File: src/design/mbrc_pkg.sv
// shared constants, types and the crc step for the modbus response checker
package mbrc_pkg;

  localparam int MAX_LEN     = 64;
  localparam int CNT_W       = $clog2(MAX_LEN + 1);
  localparam int FRAME_LEN_W = 7;
  localparam int WORD_W      = 32;
  localparam int CFG_ADDR_W  = 3;
  localparam int CFG_DATA_W  = 32;

  localparam logic [15:0] CRC_POLY = 16'hA001;
  localparam logic [15:0] CRC_INIT = 16'hFFFF;
  localparam logic [7:0]  STATION_ID_RST = 8'h01;
  localparam logic [7:0]  BROADCAST_ADDR = 8'h00;

  // register index decoded from paddr[2]
  localparam logic REG_STATION_ID = 1'b0;

  typedef enum logic {
    ACT_BYTE = 1'b0,
    ACT_IDLE = 1'b1
  } action_t;

  typedef struct packed {
    logic [CNT_W-1:0]  byte_count;
    logic [15:0]       crc_lag_two;
    logic [7:0]        prev_byte;
    logic [7:0]        last_byte;
    logic [7:0]        first_byte;
    logic [WORD_W-1:0] voltage_bytes;
    logic [WORD_W-1:0] current_bytes;
  } frame_status_t;

  // one byte of reflected crc-16, eight shift steps
  function automatic logic [15:0] crc_byte(input logic [15:0] crc_in, input logic [7:0] data);
    logic [15:0] c;
    c = crc_in ^ {8'h00, data};
    for (int k = 0; k < 8; k++) begin
      c = c[0] ? ((c >> 1) ^ CRC_POLY) : (c >> 1);
    end
    return c;
  endfunction

endpackage

File: src/design/mbrc_frame_acc.sv
// per-frame accumulator: byte count, running crc with history, captured bytes
module mbrc_frame_acc import mbrc_pkg::*; (
  input  logic          clk,
  input  logic          rst_n,
  input  logic          byte_en,
  input  logic          restart,
  input  logic [7:0]    rx_byte,
  output frame_status_t status
);

  logic [CNT_W-1:0]  count_r, count_nxt;
  logic [15:0]       crc_r, crc_nxt;
  logic [15:0]       lag1_r, lag1_nxt;
  logic [15:0]       lag2_r, lag2_nxt;
  logic [7:0]        prev_r, prev_nxt;
  logic [7:0]        last_r, last_nxt;
  logic [7:0]        first_r, first_nxt;
  logic [WORD_W-1:0] volt_r, volt_nxt;
  logic [WORD_W-1:0] curr_r, curr_nxt;
  logic              store;

  // bytes past the cap are dropped
  assign store = byte_en && (count_r < CNT_W'(MAX_LEN));

  always_comb begin
    count_nxt = count_r;
    crc_nxt   = crc_r;
    lag1_nxt  = lag1_r;
    lag2_nxt  = lag2_r;
    prev_nxt  = prev_r;
    last_nxt  = last_r;
    first_nxt = first_r;
    volt_nxt  = volt_r;
    curr_nxt  = curr_r;
    if (restart) begin
      count_nxt = '0;
      crc_nxt   = CRC_INIT;
      lag1_nxt  = CRC_INIT;
      lag2_nxt  = CRC_INIT;
      prev_nxt  = '0;
      last_nxt  = '0;
      first_nxt = '0;
      volt_nxt  = '0;
      curr_nxt  = '0;
    end else if (store) begin
      count_nxt = count_r + CNT_W'(1);
      crc_nxt   = crc_byte(crc_r, rx_byte);
      lag1_nxt  = crc_r;
      lag2_nxt  = lag1_r;
      prev_nxt  = last_r;
      last_nxt  = rx_byte;
      if (count_r == '0) begin
        first_nxt = rx_byte;
      end
      // bytes 3..6 and 7..10 land big-endian
      for (int i = 0; i < 4; i++) begin
        if (count_r == CNT_W'(3 + i)) begin
          volt_nxt[8*(3-i) +: 8] = rx_byte;
        end
        if (count_r == CNT_W'(7 + i)) begin
          curr_nxt[8*(3-i) +: 8] = rx_byte;
        end
      end
    end
  end

  always_ff @(posedge clk) begin
    if (!rst_n) begin
      count_r <= '0;
      crc_r   <= CRC_INIT;
      lag1_r  <= CRC_INIT;
      lag2_r  <= CRC_INIT;
      prev_r  <= '0;
      last_r  <= '0;
      first_r <= '0;
      volt_r  <= '0;
      curr_r  <= '0;
    end else begin
      count_r <= count_nxt;
      crc_r   <= crc_nxt;
      lag1_r  <= lag1_nxt;
      lag2_r  <= lag2_nxt;
      prev_r  <= prev_nxt;
      last_r  <= last_nxt;
      first_r <= first_nxt;
      volt_r  <= volt_nxt;
      curr_r  <= curr_nxt;
    end
  end

  assign status.byte_count    = count_r;
  assign status.crc_lag_two   = lag2_r;
  assign status.prev_byte     = prev_r;
  assign status.last_byte     = last_r;
  assign status.first_byte    = first_r;
  assign status.voltage_bytes = volt_r;
  assign status.current_bytes = curr_r;

endmodule

File: config.mk
export PLATFORM = sky130hd
export DESIGN_NAME = mbrc_frame_acc
export DESIGN_NICKNAME = d
export VERILOG_FILES = /design/src/design/mbrc_pkg.sv /design/src/design/mbrc_frame_acc.sv
export SDC_FILE = /design/constraint.sdc
export NUM_CORES = 1
export LEC_CHECK = 0
export BUFFER_PORTS_ARGS = -buffer_cell sky130_fd_sc_hd__buf_2
export CAP_MARGIN = 20
export CORE_ASPECT_RATIO = 1.5
export CORE_MARGIN = 3
export CORE_UTILIZATION = 59
export CTS_BUF_LIST = sky130_fd_sc_hd__clkbuf_2
export DETAILED_ROUTE_END_ITERATION = 6
export GPL_ROUTABILITY_DRIVEN = 1
export MAX_ROUTING_LAYER = met4
export PLACE_DENSITY_LB_ADDON = 0.15
export SYNTH_ARGS = -nofsm -noshare
export SYNTH_HDL_FRONTEND = slang
export SYNTH_SLANG_ARGS = --single-unit
File: constraint.sdc
create_clock -name clk -period 3.9 [get_ports clk]
set_clock_uncertainty 0.1 [all_clocks]
set_input_delay 0.585 -clock clk [delete_from_list [all_inputs] [get_ports clk]]
set_output_delay 0.585 -clock clk [all_outputs]
set_load 0.01 [all_outputs]
Word-level counts from Yosys, hierarchy flattened
Index checks and enable logic that the tools add are counted.

operators by class
  add/sub/neg operators = 1
  $lt $le $gt $ge = 1
  equal/unequal tests = 8
  muxes and demuxes = 8
  bitwise gates (word level) = 10
  reductions and logical operators = 12

operator list
  cell                                                 number
  2-to-1 mux 16 bit                                    8
  equality test 7 x 3 -> 1 bit, second input constant  4
  inverter 2 -> 3 bit                                  8
  equality test 7 x 4 -> 1 bit, second input constant  3
  AND reduction 2 bit                                  9
  bitwise XOR 16 x 8 -> 16 bit                         1
  adder 7 x 1 -> 7 bit, second input constant          1
  equality test 7 x 2 -> 1 bit, second input constant  1
  zero test 7 bit                                      1
  < comparator 7 bit, second input constant            1
  OR reduction 2 bit                                   1
  logical AND 1 bit                                    1
  inverter 1 bit                                       1

storage, ports and cells
  register bits = 143
  bits of input ports = 12
  output and inout port bits = 111
  logic and storage cells = 55

Longest topological paths before layout
  depth after elaboration = 17
  mapped depth = 7
  mapped depth without buffers = 5

Worst setup path before layout
No wires, ideal clock.

  kind = input to register
  start point = in rx_byte[2]
  end point = reg crc_r[14]
  library setup time = 0.122 ns
  data arrival time = 1.978 ns
  data required time = 3.678 ns
  setup slack = 1.700 ns
  stages = 5
  buffers on the path = 0
  path through = xnor2_1 -> xnor2_1 -> xnor3_1 -> or4_1 -> o311a_1

on the way
  cells in the longest elaborated chain, start to end = 10

RTL lines
  what                               RTL line              RTL
  from (decl)                        mbrc_frame_acc.sv:7   input logic [7:0] rx_byte,
  bitwise XOR 16 x 8 -> 16 bit *     mbrc_pkg.sv:37        c = crc_in ^ {8'h00, data};
  2-to-1 mux 16 bit *                mbrc_pkg.sv:39        c = c[0] ? ((c >> 1) ^ CRC_POLY) : (c >> 1);
  inverter 2 -> 3 bit (no line)      n/a
  2-to-1 mux 16 bit * (7 in series)  mbrc_pkg.sv:39
  to (signal assigned)               mbrc_frame_acc.sv:80  crc_r <= crc_nxt;
  to (decl)                          mbrc_frame_acc.sv:12  logic [15:0] crc_r, crc_nxt;

Every way passes the cells marked *; elsewhere a longest branch is shown, timed or not.
A chain may end at the register's enable or synchronous reset.

Final worst setup path
  start point = reg count_r[3]
  end point = reg volt_r[1]

on the way
  cells in the longest elaborated chain, start to end = 3
  elaborated cells on any way between the ends = 4
  those cells by class = order compare (1); eq/ne (1); reduce/logical (2)

RTL lines
  what                             RTL line              RTL
  from (decl)                      mbrc_frame_acc.sv:11  logic [CNT_W-1:0] count_r, count_nxt;
  from (signal assigned)           mbrc_frame_acc.sv:79  count_r <= count_nxt;
  < comparator 7 bit               mbrc_frame_acc.sv:23  assign store = byte_en && (count_r < CNT_W'(MAX_LEN));
  logical AND 1 bit                mbrc_frame_acc.sv:23
  AND reduction 2 bit (no line) *  n/a
  to (signal assigned)             mbrc_frame_acc.sv:86  volt_r <= volt_nxt;
  to (decl)                        mbrc_frame_acc.sv:18  logic [WORD_W-1:0] volt_r, volt_nxt;

Marks and branches as above.

==> results.md <==
* Seq cells post-synth at approximately 130
* WP data required at 4.35 ns
* Number of port buffers at approximately 120
* Leak at ~0.0025 µW
* CP Data Arrival Time at around 2.8 ns
* TNS Setup at 0 ns
* Min-Delay Path Class: in2reg
* Antenna violations before repair at 0
* Final worst setup slack at roughly 1.6 ns
* Synthesis warning total at 0
* H-tree depth at 4
* Minimum clock period at roughly 2.3 ns
* Most frequent cells in the layout: nand2_1 (169), dfxtp_1 (133), buf_2 (122), nand3_1 (92), a21oi_1 (82)
* Setup violations, final at 0
* Post-CTS Resized at 0
* DP Area at ~5700 µm²
* DRT iter0 DRCs at 276
* Post-Route WL at 13000 µm
* Die height at 120 µm
* Worst VDD drop at around 0.00029 V
* # diodes at 0
* Maximum Capacitance Violations at 0
* Grt ovf at 0
* Setup bufs post-CTS at 0
* Largest net degree at the start of global routing at 66
* CP Cell Sequence: nor3_1 -> and3_1 -> nand2_1 -> nand2_1 -> a21oi_1
* Detailed-route DRC error count at 0
* Nets at ~720
* Mapped Area at slightly above 5000 µm²
* GRT Total Usage at between 20 and 30%
* Internal power at 1810 µW
* Routability congestion estimate at ~0.86
* CP max stage delay at about 0.8 ns
* Hold_buf cts at 0
* Die area at 9760 µm²
* Final hold violations at 0
* Area growth syn-to-layout at 16.4%
* Status: finished clean
* Actual slew at the worst max-slew pin at 0.954 ns
* Die span in x at between 80 and 90 µm
* First-pass GRT wire length at 20700 µm
* CTS sink count at 133
* Synth top area share at between 50% and 60%
* CTS tree: done
* Via Count at between 4000 and 5000
* Drt wl/cell at around 16 µm
* Initial Util at slightly above 60%
* Most common cell after layout, fill and taps aside: nand2_1
* Cell area after layout at 5900 µm²
* Syn Nets at 630
* Clock slew seen by the registers of the worst setup and hold paths at between 0.15 and 0.2 ns
* CP most frequent cell: nand2_1
* Switching fraction of total power at 25.9%
* Pwr/cell area at between 400 and 500 nW/µm²
* Vias in the first global route at between 4000 and 5000
* Clock share of power at around a third
* Flop pwr share at between 50% and 60%
* Share of cells above drive strength 1 at between 20% and 30%
* Tcrit/Tclk final at about three fifths
* Critical path startpoint category: register
* Comb pwr share at 9.0%
* Final slew viol count at 0
* Core Footprint at around 8200 µm²
* Setup WS pre-CTS at ~1.3 ns
* CTS root buf: clkbuf_2
* Crit-path max FO at 27
* Unique masters post-synth at 30
* First-pass DRT Iterations at 7
* CP Class: reg2reg
* Fmax at 432 MHz
* Routed Antenna Nets at 0
* Worst slew margin at 36.1%
* P_sw at ~630 µW
* Nature of the critical path endpoint: register
* Maximum root-to-sink buffer count at 2
* CP max stage cell: and3_1
* FP Rows at 40
* Tightest hold margin at between 0.1 and 0.15 ns
* Num CTS Buffers at 17
* DP Wirelength at a little under 9000 µm
* Via/cell ratio at approximately 5.6
* Synth area leader: dfxtp_1
* Syn Inst Count at around 610
* Unrepaired setup endpoints after global routing: no
* Synth top area cells: dfxtp_1 (53%), nand2_1 (13%), nand3_1 (9.1%), a21oi_1 (8.1%), clkbuf_1 (3.5%)
* Post-synthesis sequential area ratio at 52.5%
* Ports at 123
* Worst-Skew Late Latency at 0.66 ns
* Syn Area/Cell at 8.26 µm²
## per-layer routing
layer / share of wire (%) / vias to the layer above / GRT usage (%)
met5: 0 / - / -
met4: 4.4 / 0 / 13.2
met3: 6.8 / 44 / 7.06
met2: 51 / 186 / 46.1
met1: 38 / 2134 / 32.0
li1: - / 2228 / -
## power by group through the flow
stage / Sequential, µW / Clock (µW) / Combinational, µW
global route: 1410 / 890 / 243
floorplan: 1430 / 0 / 159
finish: 1410 / 814 / 221
global placement: 1430 / 0 / 213
detailed placement: 1430 / 0 / 219
CTS: 1410 / 826 / 221
## final timing paths
| kind | startpoint | end | slack [ns] | cells after the start |
|---|---|---|---|---|
| worst max-delay path | count_r[3] | volt_r[1] | 1.59 | 5 |
| worst min-delay path | byte_en | count_r[6] | 0.14 | 3 |
| worst max register to register | count_r[3] | volt_r[1] | 1.59 | 5 |
| worst min register to register | prev_r[5] | prev_r[5] | 0.36 | 2 |
## through the flow
step	cells	power [µW]	utilization (%)
6_report	825	2440	71.9
5_1_grt	825	2540	71.9
4_1_cts	825	2450	71.9
3_5_place_dp	793	1650	69.1
3_3_place_gp	793	1650	69.1
2_1_floorplan	614	1590	-
## area by class of cell
cell class / instances / area [µm²]
well taps: 105 / 131
inverters: 2 / 7.51
fillers: 687 / 2300
repair buffers: 130 / 671
multi-input cells: 423 / 2200
clock inverters: 14 / 141
clock buffers: 18 / 90.1
flip-flops and latches: 133 / 2660
## Yosys cell counts (all sizes together)
master,n
a21oi,82
a41oi,1
and3,2
and4,1
buf,9
clkbuf,47
dfxtp,133
ha,4
inv,2
mux2i,8
nand2,169
nand2b,3
nand3,92
nand4,4
nor2,14
nor2b,2
nor3,1
nor3b,1
nor4,1
o211ai,8
o21ai,1
o311a,2
or4,2
xnor2,18
xnor3,1
xor2,6
## flip-flops by register name, indices dropped and copies added (netlist names)
| name | flops |
|---|---|
| lag2_r | 11 |
| last_r | 8 |
| count_r | 7 |
| prev_r | 8 |
| first_r | 8 |
| lag1_r | 11 |
| curr_r | 32 |
| volt_r | 32 |
| crc_r | 16 |
## critical path: cells and delay by family (launching register included)
| family | cells | cell delay [ns] |
|---|---|---|
| AND/OR/NAND/NOR | 4 | 1.61 |
| flip-flops | 1 | 0.41 |
| AO/OA/AOI/OAI | 1 | 0.08 |
## logic make-up (layout without fill, tap and decap cells)
kind of cell	Yosys count	after routing	share of synthesized area (%)
muxes	8	8	1.58
xor gates and xnor gates	25	25	5.26
DFF	133	133	52.5
and+or+nand+nor	292	292	25.0
adders and majority gates	4	4	0.987
AOI/OAI and AO/OA	94	94	9.95
buffers and inverters	58	164	4.66
Note: power is estimated with default switching activity, not from simulation.
